==> src/cf_homographic_transform_unit_defines.svh <==
// Assertion macros for the homographic transform unit.
// No dependencies; included by the files that carry assertions.
`ifndef CF_HOMOGRAPHIC_TRANSFORM_UNIT_DEFINES_SVH
`define CF_HOMOGRAPHIC_TRANSFORM_UNIT_DEFINES_SVH

`ifndef SYNTHESIS
// same-cycle implication, clocked on clk, off during reset
`define CFHT_ASSERT_IMP(lbl, ante, cons, msg) \
  lbl: assert property (@(posedge clk) disable iff (!rst_n) (ante) |-> (cons)) \
    else $error(msg);
// next-cycle implication
`define CFHT_ASSERT_NXT(lbl, ante, cons, msg) \
  lbl: assert property (@(posedge clk) disable iff (!rst_n) (ante) |=> (cons)) \
    else $error(msg);
`else
`define CFHT_ASSERT_IMP(lbl, ante, cons, msg)
`define CFHT_ASSERT_NXT(lbl, ante, cons, msg)
`endif

`endif

==> src/cfht_pkg.sv <==
// Shared types and constants for the homographic transform unit.
// No dependencies.
package cfht_pkg;

  // field widths fixed by the interface
  localparam int TERM_W     = 32;
  localparam int CFG_DATA_W = 31;
  localparam int CFG_IDX_W  = 2;

  // configuration register indexes
  localparam logic [CFG_IDX_W-1:0] REG_OFFSET_COEF = 2'd0;
  localparam logic [CFG_IDX_W-1:0] REG_SCALE_COEF  = 2'd1;

  // sequencer states
  typedef enum logic [3:0] {
    ST_IDLE,
    ST_CHECK,
    ST_NEGN,
    ST_NEGD,
    ST_DIV,
    ST_FIX,
    ST_PUSH_TERM,
    ST_PUSH_END,
    ST_MUL,
    ST_DONE
  } state_t;

endpackage

==> src/cf_homographic_transform_unit.sv <==
// Top level: Gosper box transform z = a + b*x of a streamed continued fraction.
// Depends on cfht_pkg and cf_homographic_transform_unit_defines.svh.
//
//  channel | direction | handshake          | payload
//  --------+-----------+--------------------+-------------------------------
//  in_     | input     | in_valid/in_stall  | in_term, in_end_of_input
//  out_    | output    | out_valid/out_stall| out_term, out_is_end, out_last
//  cfg_    | input     | cfg_valid/cfg_ready| cfg_index, cfg_data
//
// One item at a time: a shared (WORD_BITS+1)-bit adder does shift-add multiplies
// and restoring divides, one bit per cycle. A new input word is not accepted
// until the sequencer has finished with the last one and is back in idle.
// Output stalls hold the sequencer only while a word waits to be handed on.
// Reset (synchronous) loads a=0, b=1, box (0,1,1,0); register writes reload it.
`include "cf_homographic_transform_unit_defines.svh"

module cf_homographic_transform_unit #(
  parameter int WORD_BITS = 32,
  parameter int MAX_EMIT  = 48
) (
  input  logic                                clk,
  input  logic                                rst_n,
  // input words
  input  logic                                in_valid,
  output logic                                in_stall,
  input  logic signed [cfht_pkg::TERM_W-1:0]  in_term,
  input  logic                                in_end_of_input,
  // result words
  output logic                                out_valid,
  input  logic                                out_stall,
  output logic signed [cfht_pkg::TERM_W-1:0]  out_term,
  output logic                                out_is_end,
  output logic                                out_last,
  // configuration writes
  input  logic                                cfg_valid,
  output logic                                cfg_ready,
  input  logic [cfht_pkg::CFG_IDX_W-1:0]      cfg_index,
  input  logic [cfht_pkg::CFG_DATA_W-1:0]     cfg_data
);

  localparam int W      = WORD_BITS;
  localparam int STEP_W = $clog2(WORD_BITS);
  localparam int CNT_W  = $clog2(MAX_EMIT);

  // sequencer
  cfht_pkg::state_t state_r, state_nxt;

  // coefficients and box
  logic [cfht_pkg::CFG_DATA_W-1:0] offset_r, offset_nxt;
  logic [cfht_pkg::CFG_DATA_W-1:0] scale_r, scale_nxt;
  logic [W-1:0] np_r, np_nxt, nc_r, nc_nxt, dp_r, dp_nxt, dc_r, dc_nxt;

  // arithmetic work registers
  logic [W-1:0] acc_r, acc_nxt, opa_r, opa_nxt, opb_r, opb_nxt, p_r, p_nxt;
  logic [W-1:0] rem_r, rem_nxt, dvd_r, dvd_nxt, dvs_r, dvs_nxt, q0_r, q0_nxt;
  logic         neg_r, neg_nxt;
  logic         sel_r, sel_nxt;
  logic         mul_emit_r, mul_emit_nxt;
  logic [STEP_W-1:0] step_r, step_nxt;

  // item control
  logic             endm_r, endm_nxt;
  logic             was_done_r, was_done_nxt;
  logic [CNT_W-1:0] cnt_r, cnt_nxt;

  // one result held back until it is known whether it is the last
  logic                pend_valid_r, pend_valid_nxt;
  logic signed [W-1:0] pend_term_r, pend_term_nxt;
  logic                pend_end_r, pend_end_nxt;

  // output register
  logic                               out_valid_r, out_valid_nxt;
  logic signed [cfht_pkg::TERM_W-1:0] out_term_r, out_term_nxt;
  logic                               out_is_end_r, out_is_end_nxt;
  logic                               out_last_r, out_last_nxt;

  // shared adder
  logic [W:0]   alu_x, alu_y, alu_sum;
  logic         alu_sub;

  // helpers
  logic                in_acc, cfg_acc, cfg_hit, out_free, push_ok;
  logic                step_last, box_done, can_emit, tail_end, q_match;
  logic signed [W-1:0] p_ext;
  logic [W-1:0]        div_n, div_d, rem_sh, fix_q, mul_final;
  logic [cfht_pkg::CFG_DATA_W-1:0] off_new, scl_new;

  assign in_acc    = in_valid && !in_stall;
  assign cfg_acc   = cfg_valid && cfg_ready;
  assign out_free  = !out_valid_r || !out_stall;
  assign push_ok   = !pend_valid_r || out_free;
  assign step_last = (step_r == STEP_W'(W - 1));
  assign box_done  = (dp_r == '0) && (dc_r == '0);
  assign can_emit  = (cnt_r < CNT_W'(MAX_EMIT - 1));
  assign tail_end  = !was_done_r && box_done;
  assign p_ext     = W'(in_term);

  // divide operands: pair 0 is the prev column, pair 1 the curr column
  assign div_n  = sel_r ? nc_r : np_r;
  assign div_d  = sel_r ? dc_r : dp_r;
  assign rem_sh = {rem_r[W-2:0], dvd_r[W-1]};

  // operand select for the shared adder
  always_comb begin
    alu_x   = '0;
    alu_y   = '0;
    alu_sub = 1'b0;
    unique case (state_r)
      cfht_pkg::ST_NEGN: begin
        alu_y   = {1'b0, div_n};
        alu_sub = 1'b1;
      end
      cfht_pkg::ST_NEGD: begin
        alu_y   = {1'b0, div_d};
        alu_sub = 1'b1;
      end
      cfht_pkg::ST_DIV: begin
        alu_x   = {1'b0, rem_sh};
        alu_y   = {1'b0, dvs_r};
        alu_sub = 1'b1;
      end
      cfht_pkg::ST_FIX: begin
        alu_y   = {1'b0, dvd_r};
        alu_sub = 1'b1;
      end
      cfht_pkg::ST_MUL: begin
        alu_x   = {1'b0, acc_r};
        alu_y   = {1'b0, opa_r};
        alu_sub = mul_emit_r;
      end
      default: begin
      end
    endcase
  end

  assign alu_sum   = alu_x + (alu_sub ? ~alu_y : alu_y) + {{W{1'b0}}, alu_sub};
  assign fix_q     = neg_r ? alu_sum[W-1:0] : dvd_r;
  assign q_match   = (fix_q == q0_r);
  assign mul_final = opb_r[0] ? alu_sum[W-1:0] : acc_r;

  // next state
  always_comb begin
    state_nxt = state_r;
    unique case (state_r)
      cfht_pkg::ST_IDLE: begin
        if (in_acc) state_nxt = in_end_of_input ? cfht_pkg::ST_CHECK : cfht_pkg::ST_MUL;
      end
      cfht_pkg::ST_CHECK: begin
        if (endm_r) begin
          state_nxt = (can_emit && dp_r != '0) ? cfht_pkg::ST_NEGN : cfht_pkg::ST_PUSH_END;
        end else if (can_emit && dp_r != '0 && dc_r != '0) begin
          state_nxt = cfht_pkg::ST_NEGN;
        end else begin
          state_nxt = tail_end ? cfht_pkg::ST_PUSH_END : cfht_pkg::ST_DONE;
        end
      end
      cfht_pkg::ST_NEGN: state_nxt = cfht_pkg::ST_NEGD;
      cfht_pkg::ST_NEGD: state_nxt = cfht_pkg::ST_DIV;
      cfht_pkg::ST_DIV: begin
        if (step_last) state_nxt = cfht_pkg::ST_FIX;
      end
      cfht_pkg::ST_FIX: begin
        if (!sel_r) begin
          state_nxt = endm_r ? cfht_pkg::ST_PUSH_TERM : cfht_pkg::ST_NEGN;
        end else if (q_match) begin
          state_nxt = cfht_pkg::ST_PUSH_TERM;
        end else begin
          state_nxt = tail_end ? cfht_pkg::ST_PUSH_END : cfht_pkg::ST_DONE;
        end
      end
      cfht_pkg::ST_PUSH_TERM: begin
        if (push_ok) state_nxt = cfht_pkg::ST_MUL;
      end
      cfht_pkg::ST_PUSH_END: begin
        if (push_ok) state_nxt = cfht_pkg::ST_DONE;
      end
      cfht_pkg::ST_MUL: begin
        if (step_last && sel_r) state_nxt = cfht_pkg::ST_CHECK;
      end
      cfht_pkg::ST_DONE: begin
        if (push_ok) state_nxt = cfht_pkg::ST_IDLE;
      end
      default: state_nxt = cfht_pkg::ST_IDLE;
    endcase
  end

  // new coefficient values on a register write; other indexes change nothing
  always_comb begin
    off_new = offset_r;
    scl_new = scale_r;
    cfg_hit = 1'b0;
    if (cfg_acc) begin
      unique case (cfg_index)
        cfht_pkg::REG_OFFSET_COEF: begin
          off_new = cfg_data;
          cfg_hit = 1'b1;
        end
        cfht_pkg::REG_SCALE_COEF: begin
          scl_new = cfg_data;
          cfg_hit = 1'b1;
        end
        default: begin
        end
      endcase
    end
  end

  // datapath and outputs of the sequencer
  always_comb begin
    offset_nxt     = offset_r;
    scale_nxt      = scale_r;
    np_nxt         = np_r;
    nc_nxt         = nc_r;
    dp_nxt         = dp_r;
    dc_nxt         = dc_r;
    acc_nxt        = acc_r;
    opa_nxt        = opa_r;
    opb_nxt        = opb_r;
    p_nxt          = p_r;
    rem_nxt        = rem_r;
    dvd_nxt        = dvd_r;
    dvs_nxt        = dvs_r;
    q0_nxt         = q0_r;
    neg_nxt        = neg_r;
    sel_nxt        = sel_r;
    mul_emit_nxt   = mul_emit_r;
    step_nxt       = step_r;
    endm_nxt       = endm_r;
    was_done_nxt   = was_done_r;
    cnt_nxt        = cnt_r;
    pend_valid_nxt = pend_valid_r;
    pend_term_nxt  = pend_term_r;
    pend_end_nxt   = pend_end_r;
    out_valid_nxt  = out_valid_r && out_stall;
    out_term_nxt   = out_term_r;
    out_is_end_nxt = out_is_end_r;
    out_last_nxt   = out_last_r;

    unique case (state_r)
      cfht_pkg::ST_IDLE: begin
        if (in_acc) begin
          cnt_nxt = '0;
          if (in_end_of_input) begin
            // x goes to infinity: keep the curr column only
            np_nxt   = nc_r;
            dp_nxt   = dc_r;
            endm_nxt = 1'b1;
          end else begin
            acc_nxt      = np_r;
            opa_nxt      = nc_r;
            opb_nxt      = p_ext;
            p_nxt        = p_ext;
            sel_nxt      = 1'b0;
            mul_emit_nxt = 1'b0;
            step_nxt     = '0;
            endm_nxt     = 1'b0;
            was_done_nxt = box_done;
          end
        end else if (cfg_hit) begin
          offset_nxt = off_new;
          scale_nxt  = scl_new;
          np_nxt     = W'(off_new);
          nc_nxt     = W'(scl_new);
          dp_nxt     = W'(1);
          dc_nxt     = '0;
        end
      end
      cfht_pkg::ST_CHECK: sel_nxt = 1'b0;
      cfht_pkg::ST_NEGN: begin
        dvd_nxt = div_n[W-1] ? alu_sum[W-1:0] : div_n;
        neg_nxt = div_n[W-1] ^ div_d[W-1];
      end
      cfht_pkg::ST_NEGD: begin
        dvs_nxt  = div_d[W-1] ? alu_sum[W-1:0] : div_d;
        rem_nxt  = '0;
        step_nxt = '0;
      end
      cfht_pkg::ST_DIV: begin
        // restoring step: keep the trial difference when it does not borrow
        if (!alu_sum[W]) begin
          rem_nxt = alu_sum[W-1:0];
          dvd_nxt = {dvd_r[W-2:0], 1'b1};
        end else begin
          rem_nxt = rem_sh;
          dvd_nxt = {dvd_r[W-2:0], 1'b0};
        end
        step_nxt = step_r + STEP_W'(1);
      end
      cfht_pkg::ST_FIX: begin
        if (!sel_r) begin
          q0_nxt  = fix_q;
          sel_nxt = 1'b1;
        end
      end
      cfht_pkg::ST_PUSH_TERM: begin
        if (push_ok) begin
          if (pend_valid_r) begin
            out_valid_nxt  = 1'b1;
            out_term_nxt   = cfht_pkg::TERM_W'(pend_term_r);
            out_is_end_nxt = pend_end_r;
            out_last_nxt   = 1'b0;
          end
          pend_valid_nxt = 1'b1;
          pend_term_nxt  = q0_r;
          pend_end_nxt   = 1'b0;
          cnt_nxt        = cnt_r + CNT_W'(1);
          // first product: num_prev - den_prev*q
          acc_nxt        = np_r;
          opa_nxt        = dp_r;
          opb_nxt        = q0_r;
          sel_nxt        = 1'b0;
          mul_emit_nxt   = 1'b1;
          step_nxt       = '0;
        end
      end
      cfht_pkg::ST_PUSH_END: begin
        if (push_ok) begin
          if (pend_valid_r) begin
            out_valid_nxt  = 1'b1;
            out_term_nxt   = cfht_pkg::TERM_W'(pend_term_r);
            out_is_end_nxt = pend_end_r;
            out_last_nxt   = 1'b0;
          end
          pend_valid_nxt = 1'b1;
          pend_term_nxt  = '0;
          pend_end_nxt   = 1'b1;
          if (endm_r) begin
            np_nxt   = W'(offset_r);
            nc_nxt   = W'(scale_r);
            dp_nxt   = W'(1);
            dc_nxt   = '0;
            endm_nxt = 1'b0;
          end
        end
      end
      cfht_pkg::ST_MUL: begin
        if (!step_last) begin
          acc_nxt  = mul_final;
          opa_nxt  = {opa_r[W-2:0], 1'b0};
          opb_nxt  = {1'b0, opb_r[W-1:1]};
          step_nxt = step_r + STEP_W'(1);
        end else begin
          step_nxt = '0;
          case ({mul_emit_r, sel_r})
            2'b00: begin
              // input term, numerator column done
              np_nxt  = nc_r;
              nc_nxt  = mul_final;
              acc_nxt = dp_r;
              opa_nxt = dc_r;
              opb_nxt = p_r;
              sel_nxt = 1'b1;
            end
            2'b01: begin
              dp_nxt = dc_r;
              dc_nxt = mul_final;
            end
            2'b10: begin
              // term given, prev column done
              np_nxt  = dp_r;
              dp_nxt  = mul_final;
              acc_nxt = nc_r;
              opa_nxt = dc_r;
              opb_nxt = q0_r;
              sel_nxt = 1'b1;
            end
            default: begin
              nc_nxt = dc_r;
              dc_nxt = mul_final;
            end
          endcase
        end
      end
      cfht_pkg::ST_DONE: begin
        // hand on the held result marked as the last of this item
        if (pend_valid_r && out_free) begin
          out_valid_nxt  = 1'b1;
          out_term_nxt   = cfht_pkg::TERM_W'(pend_term_r);
          out_is_end_nxt = pend_end_r;
          out_last_nxt   = 1'b1;
          pend_valid_nxt = 1'b0;
        end
      end
      default: begin
      end
    endcase
  end

  // control state and box
  always_ff @(posedge clk) begin
    if (!rst_n) begin
      state_r      <= cfht_pkg::ST_IDLE;
      offset_r     <= '0;
      scale_r      <= cfht_pkg::CFG_DATA_W'(1);
      np_r         <= '0;
      nc_r         <= W'(1);
      dp_r         <= W'(1);
      dc_r         <= '0;
      sel_r        <= 1'b0;
      mul_emit_r   <= 1'b0;
      step_r       <= '0;
      endm_r       <= 1'b0;
      was_done_r   <= 1'b0;
      cnt_r        <= '0;
      pend_valid_r <= 1'b0;
      out_valid_r  <= 1'b0;
    end else begin
      state_r      <= state_nxt;
      offset_r     <= offset_nxt;
      scale_r      <= scale_nxt;
      np_r         <= np_nxt;
      nc_r         <= nc_nxt;
      dp_r         <= dp_nxt;
      dc_r         <= dc_nxt;
      sel_r        <= sel_nxt;
      mul_emit_r   <= mul_emit_nxt;
      step_r       <= step_nxt;
      endm_r       <= endm_nxt;
      was_done_r   <= was_done_nxt;
      cnt_r        <= cnt_nxt;
      pend_valid_r <= pend_valid_nxt;
      out_valid_r  <= out_valid_nxt;
    end
  end

  // payload registers
  always_ff @(posedge clk) begin
    acc_r        <= acc_nxt;
    opa_r        <= opa_nxt;
    opb_r        <= opb_nxt;
    p_r          <= p_nxt;
    rem_r        <= rem_nxt;
    dvd_r        <= dvd_nxt;
    dvs_r        <= dvs_nxt;
    q0_r         <= q0_nxt;
    neg_r        <= neg_nxt;
    pend_term_r  <= pend_term_nxt;
    pend_end_r   <= pend_end_nxt;
    out_term_r   <= out_term_nxt;
    out_is_end_r <= out_is_end_nxt;
    out_last_r   <= out_last_nxt;
  end

  // ports; a register write waits while an input word is offered
  assign in_stall   = (state_r != cfht_pkg::ST_IDLE);
  assign cfg_ready  = (state_r == cfht_pkg::ST_IDLE) && !in_valid;
  assign out_valid  = out_valid_r;
  assign out_term   = out_term_r;
  assign out_is_end = out_is_end_r;
  assign out_last   = out_last_r;

  // checks
  `CFHT_ASSERT_IMP(a_idle_no_pend, state_r == cfht_pkg::ST_IDLE, !pend_valid_r,
    "held result left over at end of item")
  `CFHT_ASSERT_IMP(a_cnt_bound, 1'b1, cnt_r <= CNT_W'(MAX_EMIT - 1),
    "term count beyond limit")
  `CFHT_ASSERT_IMP(a_div_nonzero, state_r == cfht_pkg::ST_DIV, dvs_r != '0,
    "divide by zero in shared unit")
  `CFHT_ASSERT_NXT(a_accept_busy, in_valid && !in_stall, state_r != cfht_pkg::ST_IDLE,
    "sequencer idle after accepting a word")
  `CFHT_ASSERT_IMP(a_end_zero, out_valid_r && out_is_end_r, out_term_r == '0,
    "end marker with nonzero term")

endmodule
==> config.mk <==
export PLATFORM = sky130hd
export DESIGN_NAME = cf_homographic_transform_unit
export DESIGN_NICKNAME = d
export VERILOG_FILES = /design/src/cfht_pkg.sv /design/src/cf_homographic_transform_unit.sv
export VERILOG_INCLUDE_DIRS = /design/src /design/src/src
export SDC_FILE = /design/constraint.sdc
export NUM_CORES = 1
export LEC_CHECK = 0
export BUFFER_PORTS_ARGS = -buffer_cell sky130_fd_sc_hd__buf_2
export CAP_MARGIN = 10
export CORE_ASPECT_RATIO = 1.1
export CORE_MARGIN = 1
export CORE_UTILIZATION = 35
export CTS_BUF_LIST = sky130_fd_sc_hd__clkbuf_4
export DETAILED_ROUTE_END_ITERATION = 6
export SYNTH_ARGS = -nofsm -noshare
export SYNTH_HDL_FRONTEND = slang
export SYNTH_SLANG_ARGS = --single-unit
==> constraint.sdc <==
create_clock -name clk -period 31.5 [get_ports clk]
set_input_delay 1.575 -clock clk [delete_from_list [all_inputs] [get_ports clk]]
set_output_delay 1.575 -clock clk [all_outputs]
set_load 0.05 [all_outputs]
==> flow_summary.json <==
{
  "post_synth_inst_count": 3101,
  "vdd_drop_max_v": 0.0000765,
  "fin_ws_ns": 23.99,
  "hold_path_depth": 0,
  "flow.area_growth_from_synthesis_pct": 12.2,
  "worst_r2r_startpoint": "state_r[3]",
  "wl_per_cell_um": 23.4,
  "synth-simple-area-share_pct": 13.6,
  "setup_violations": 0,
  "register_to_register_setup_slack_ns": 23.99,
  "report.power.total_mw": 3.53,
  "fin_crit_ns": 7.51,
  "detailroute.via_count": 25900,
  "die_area_um2": 86800,
  "cp_num_buf_inv": 2,
  "synth_enable_flop_cells": 323,
  "outcome": "finished, final reports clean",
  "final.setup_skew_ns": 0.0840,
  "met1_usage_in_global_routing_pct": 34.3,
  "clk_pin_slew_ns": 0.06,
  "detailed_place.area_um2": 31600,
  "cts-root-buf": "sky130_fd_sc_hd__clkbuf_4",
  "multi_input_comb_area_um2": 15200,
  "floorplan.initialDensity_pct": 35.4,
  "grt_pass1_wl_um": 157000,
  "post-synth-top-area-fraction_pct": 32.4,
  "endpoint_kind": "flip-flop",
  "cts.sink_count": 534,
  "worstSkewPairLatency_ns": 1.04,
  "power.static_leakage_nw": 11.8,
  "postCtsSetupRepairBufs": 0,
  "critPathLaunchType": "flip-flop",
  "synth_top_cell_by_area": "sky130_fd_sc_hd__edfxtp_1",
  "post-route-cell-area_um2": 33600,
  "final_util_pct": 39.7,
  "finalNonFillerCells": 4436,
  "power.density_nw_per_um2": 105,
  "placement.io_buffers": 107,
  "hold_path.startpoint": "pend_term_r[12]",
  "dominant_combinational_cell_family_by_area_after_synthesis": "compound AO/OA/AOI/OAI gates",
  "mean_area_per_synthesized_cell_um2": 9.67,
  "final_count_of_pins_violating_max_slew": 0,
  "half_perimeter_wire_length_after_detailed_placement_um": 71900,
  "initial_antenna_violation_count": 4,
  "first_global_vias": 24200,
  "clock_path_buffers": 3,
  "placement.setup.worst_slack_ns": 24.08,
  "reg2reg_to": "state_r[0]",
  "worst_path_largest_cell_delay_ns": 0.77,
  "synth-main-ff-cell": "sky130_fd_sc_hd__edfxtp_1",
  "vias_per_cell": 5.84,
  "layout.area.seq_um2": 13900,
  "met3_usage_pct": 5.18,
  "post_route_cells_drive_above_1_share_pct": 16.6,
  "cap_violations": 0,
  "finalNetCount": 3285,
  "timing.fmax_ghz": 0.133,
  "placed_cells": 4161,
  "synth_xor_area_share_pct": 2.50,
  "ys_seq_elements": 534,
  "worst_ep_arrival_ns": 8.40,
  "drt_wl_total_um": 104000,
  "syn-num-nets": 3210,
  "holdPathEnd": "out_term[12]",
  "path_cells": "nor4b_2 > buf_4 > buf_4 > a221o_1 > a221oi_1 > mux2i_1 > ha_1 > nand4_1 > or3_1 > o211ai_1 > o21ai_2 > nand2_1 > xor2_1 > mux2i_1 > xnor2_1 > a2111oi_0 > nand3_1 > o21a_1",
  "synth_mux_area_share_pct": 11.7,
  "synthTopCellsByArea": "sky130_fd_sc_hd__edfxtp_1, sky130_fd_sc_hd__dfxtp_1, sky130_fd_sc_hd__mux2i_1, sky130_fd_sc_hd__nor2_1, sky130_fd_sc_hd__nand2_1",
  "route.antenna.remaining_nets": 0,
  "cts_hold_buffers": 0,
  "timing.slew.headroom_pct": 14.1,
  "tightest_slew_ns": 1.26,
  "cts_inserted_buffers": 153,
  "remaining_drc_errors": 0,
  "post_cts.resized_instances": 0,
  "top_level_ports": 108,
  "worst_path_dominant_cell_family": "simple AND/OR/NAND/NOR gates",
  "crit_path_max_fanout": 55,
  "detailedRoute.firstIterationViolations": 3032,
  "design.core.area_um2": 84800,
  "use_met2_pct": 34.3,
  "slowest_stage": "sky130_fd_sc_hd__dfxtp_1",
  "worst_hold_slack_ns": 0.413,
  "chipWidth_um": 281,
  "gr-max-usage-layer": "met1",
  "synth_async_sr_flop_share_pct": 0,
  "ctsHtreeMaxLevel": 4,
  "gp_congestion": 0.981,
  "fin_setup_tns_ns": 0,
  "timing.hold.worst.class": "flip-flop to flip-flop",
  "synthesis.yosys.warnings": 0,
  "cts_tree": "built",
  "track_usage_pct": 23.7,
  "synthAdderAreaFrac_pct": 1.61,
  "setup_repair_after_global_routing_missed_its_margin": "false",
  "placementRows": 112,
  "nFillCells": 8424,
  "dieHeight_um": 309,
  "period_share_pct": 23.9,
  "global_route.overflow_total": 0,
  "maximum_number_of_pins_on_one_net_before_global_route_repair": 82,
  "finalHoldViolCount": 0,
  "complex_gate_fraction_of_the_synthesized_area_pct": 20.6,
  "synth.cell_area_um2": 30000,
  "ff2ff_path_depth": 18,
  "crit_type": "flip-flop to flip-flop",
  "post_synth_num_cell_types": 89,
  "required_ns": 32.39,
  "first_pass_iters": 7,
  "portion_of_the_post_synthesis_area_used_by_sequential_elements_pct": 46.5
}
final cells by class:
cell class / instances / share of cell area (%)
clock inverters: 41 / 0.752
inverters: 27 / 0.309
repair buffers: 169 / 2.98
well taps: 1140 / 4.24
clock buffers: 232 / 5.18
flip-flops and latches: 534 / 41.4
multi-input cells: 2291 / 45.1
diodes: 2 / 0.0149
synthesized netlist by cell type (28+ instances only):
cell type	instances
sky130_fd_sc_hd__a21oi_1	195
sky130_fd_sc_hd__a22o_1	63
sky130_fd_sc_hd__nand2_1	347
sky130_fd_sc_hd__dfxtp_1	211
sky130_fd_sc_hd__a211oi_1	38
sky130_fd_sc_hd__mux2i_1	261
sky130_fd_sc_hd__xor2_1	38
sky130_fd_sc_hd__o21ai_0	209
sky130_fd_sc_hd__a22oi_1	52
sky130_fd_sc_hd__mux2_2	79
sky130_fd_sc_hd__nand3_1	41
sky130_fd_sc_hd__a221oi_1	58
sky130_fd_sc_hd__a221o_1	73
sky130_fd_sc_hd__edfxtp_1	323
sky130_fd_sc_hd__and2_1	39
sky130_fd_sc_hd__clkbuf_1	211
sky130_fd_sc_hd__xnor2_1	40
sky130_fd_sc_hd__nor2_1	360
sky130_fd_sc_hd__ha_1	37
sky130_fd_sc_hd__nand4_1	28
power breakdown:
part	switching (mW)	internal (mW)
clock network	0.317	0.354
logic	1.13	0.579
registers	0.181	0.969
how the worst max path moves through the flow:
stage,from,endpoint,slack [ns],cells after the start
finish,state_r[3],state_r[0],23.99,18
global route,state_r[3],state_r[0],23.78,18
CTS,state_r[3],state_r[0],24.03,18
detailed placement,state_r[3],state_r[0],24.08,18
global placement,state_r[3],state_r[0],24.14,18
floorplan,out_stall,acc_r[0],18.24,7
worst register-to-register path: stages, from the launching register on:
cell,delay [ns]
sky130_fd_sc_hd__dfxtp_1,0.77
sky130_fd_sc_hd__nor4b_2,0.31
sky130_fd_sc_hd__buf_4,0.56
sky130_fd_sc_hd__buf_4,0.64
sky130_fd_sc_hd__a221o_1,0.32
sky130_fd_sc_hd__a221oi_1,0.09
sky130_fd_sc_hd__mux2i_1,0.17
sky130_fd_sc_hd__ha_1,0.50
sky130_fd_sc_hd__nand4_1,0.40
sky130_fd_sc_hd__or3_1,0.46
sky130_fd_sc_hd__o211ai_1,0.21
sky130_fd_sc_hd__o21ai_2,0.15
sky130_fd_sc_hd__nand2_1,0.28
sky130_fd_sc_hd__xor2_1,0.45
sky130_fd_sc_hd__mux2i_1,0.27
sky130_fd_sc_hd__xnor2_1,0.25
sky130_fd_sc_hd__a2111oi_0,0.74
sky130_fd_sc_hd__nand3_1,0.55
sky130_fd_sc_hd__o21a_1,0.33
placed cells by master (no fill, tap or decap), types with 79 or more instances in the layout:
cell                       netlist  layout
sky130_fd_sc_hd__dfxtp_1       211     210
sky130_fd_sc_hd__o21ai_0       209     209
sky130_fd_sc_hd__nand2_1       347     346
sky130_fd_sc_hd__a21oi_1       195     194
sky130_fd_sc_hd__clkbuf_4        0     232
sky130_fd_sc_hd__nor2_1        360     348
sky130_fd_sc_hd__buf_2           8     107
sky130_fd_sc_hd__edfxtp_1      323     323
sky130_fd_sc_hd__mux2i_1       261     261
sky130_fd_sc_hd__mux2_2         79      79
routing by layer:
layer,up-vias,routed length (um)
li1,11900,-
met1,12500,47800
met3,169,9070
met2,1259,44000
met5,-,17
met4,2,2970
cell families after synthesis:
kind of cell	after synthesis
xor gates and xnor gates	82
buffers and inverters	276
muxes	341
AOI/OAI and AO/OA	894
and+or+nand+nor	936
DFF	534
adders and majority gates	38
Power figures use the tool's default switching activity.
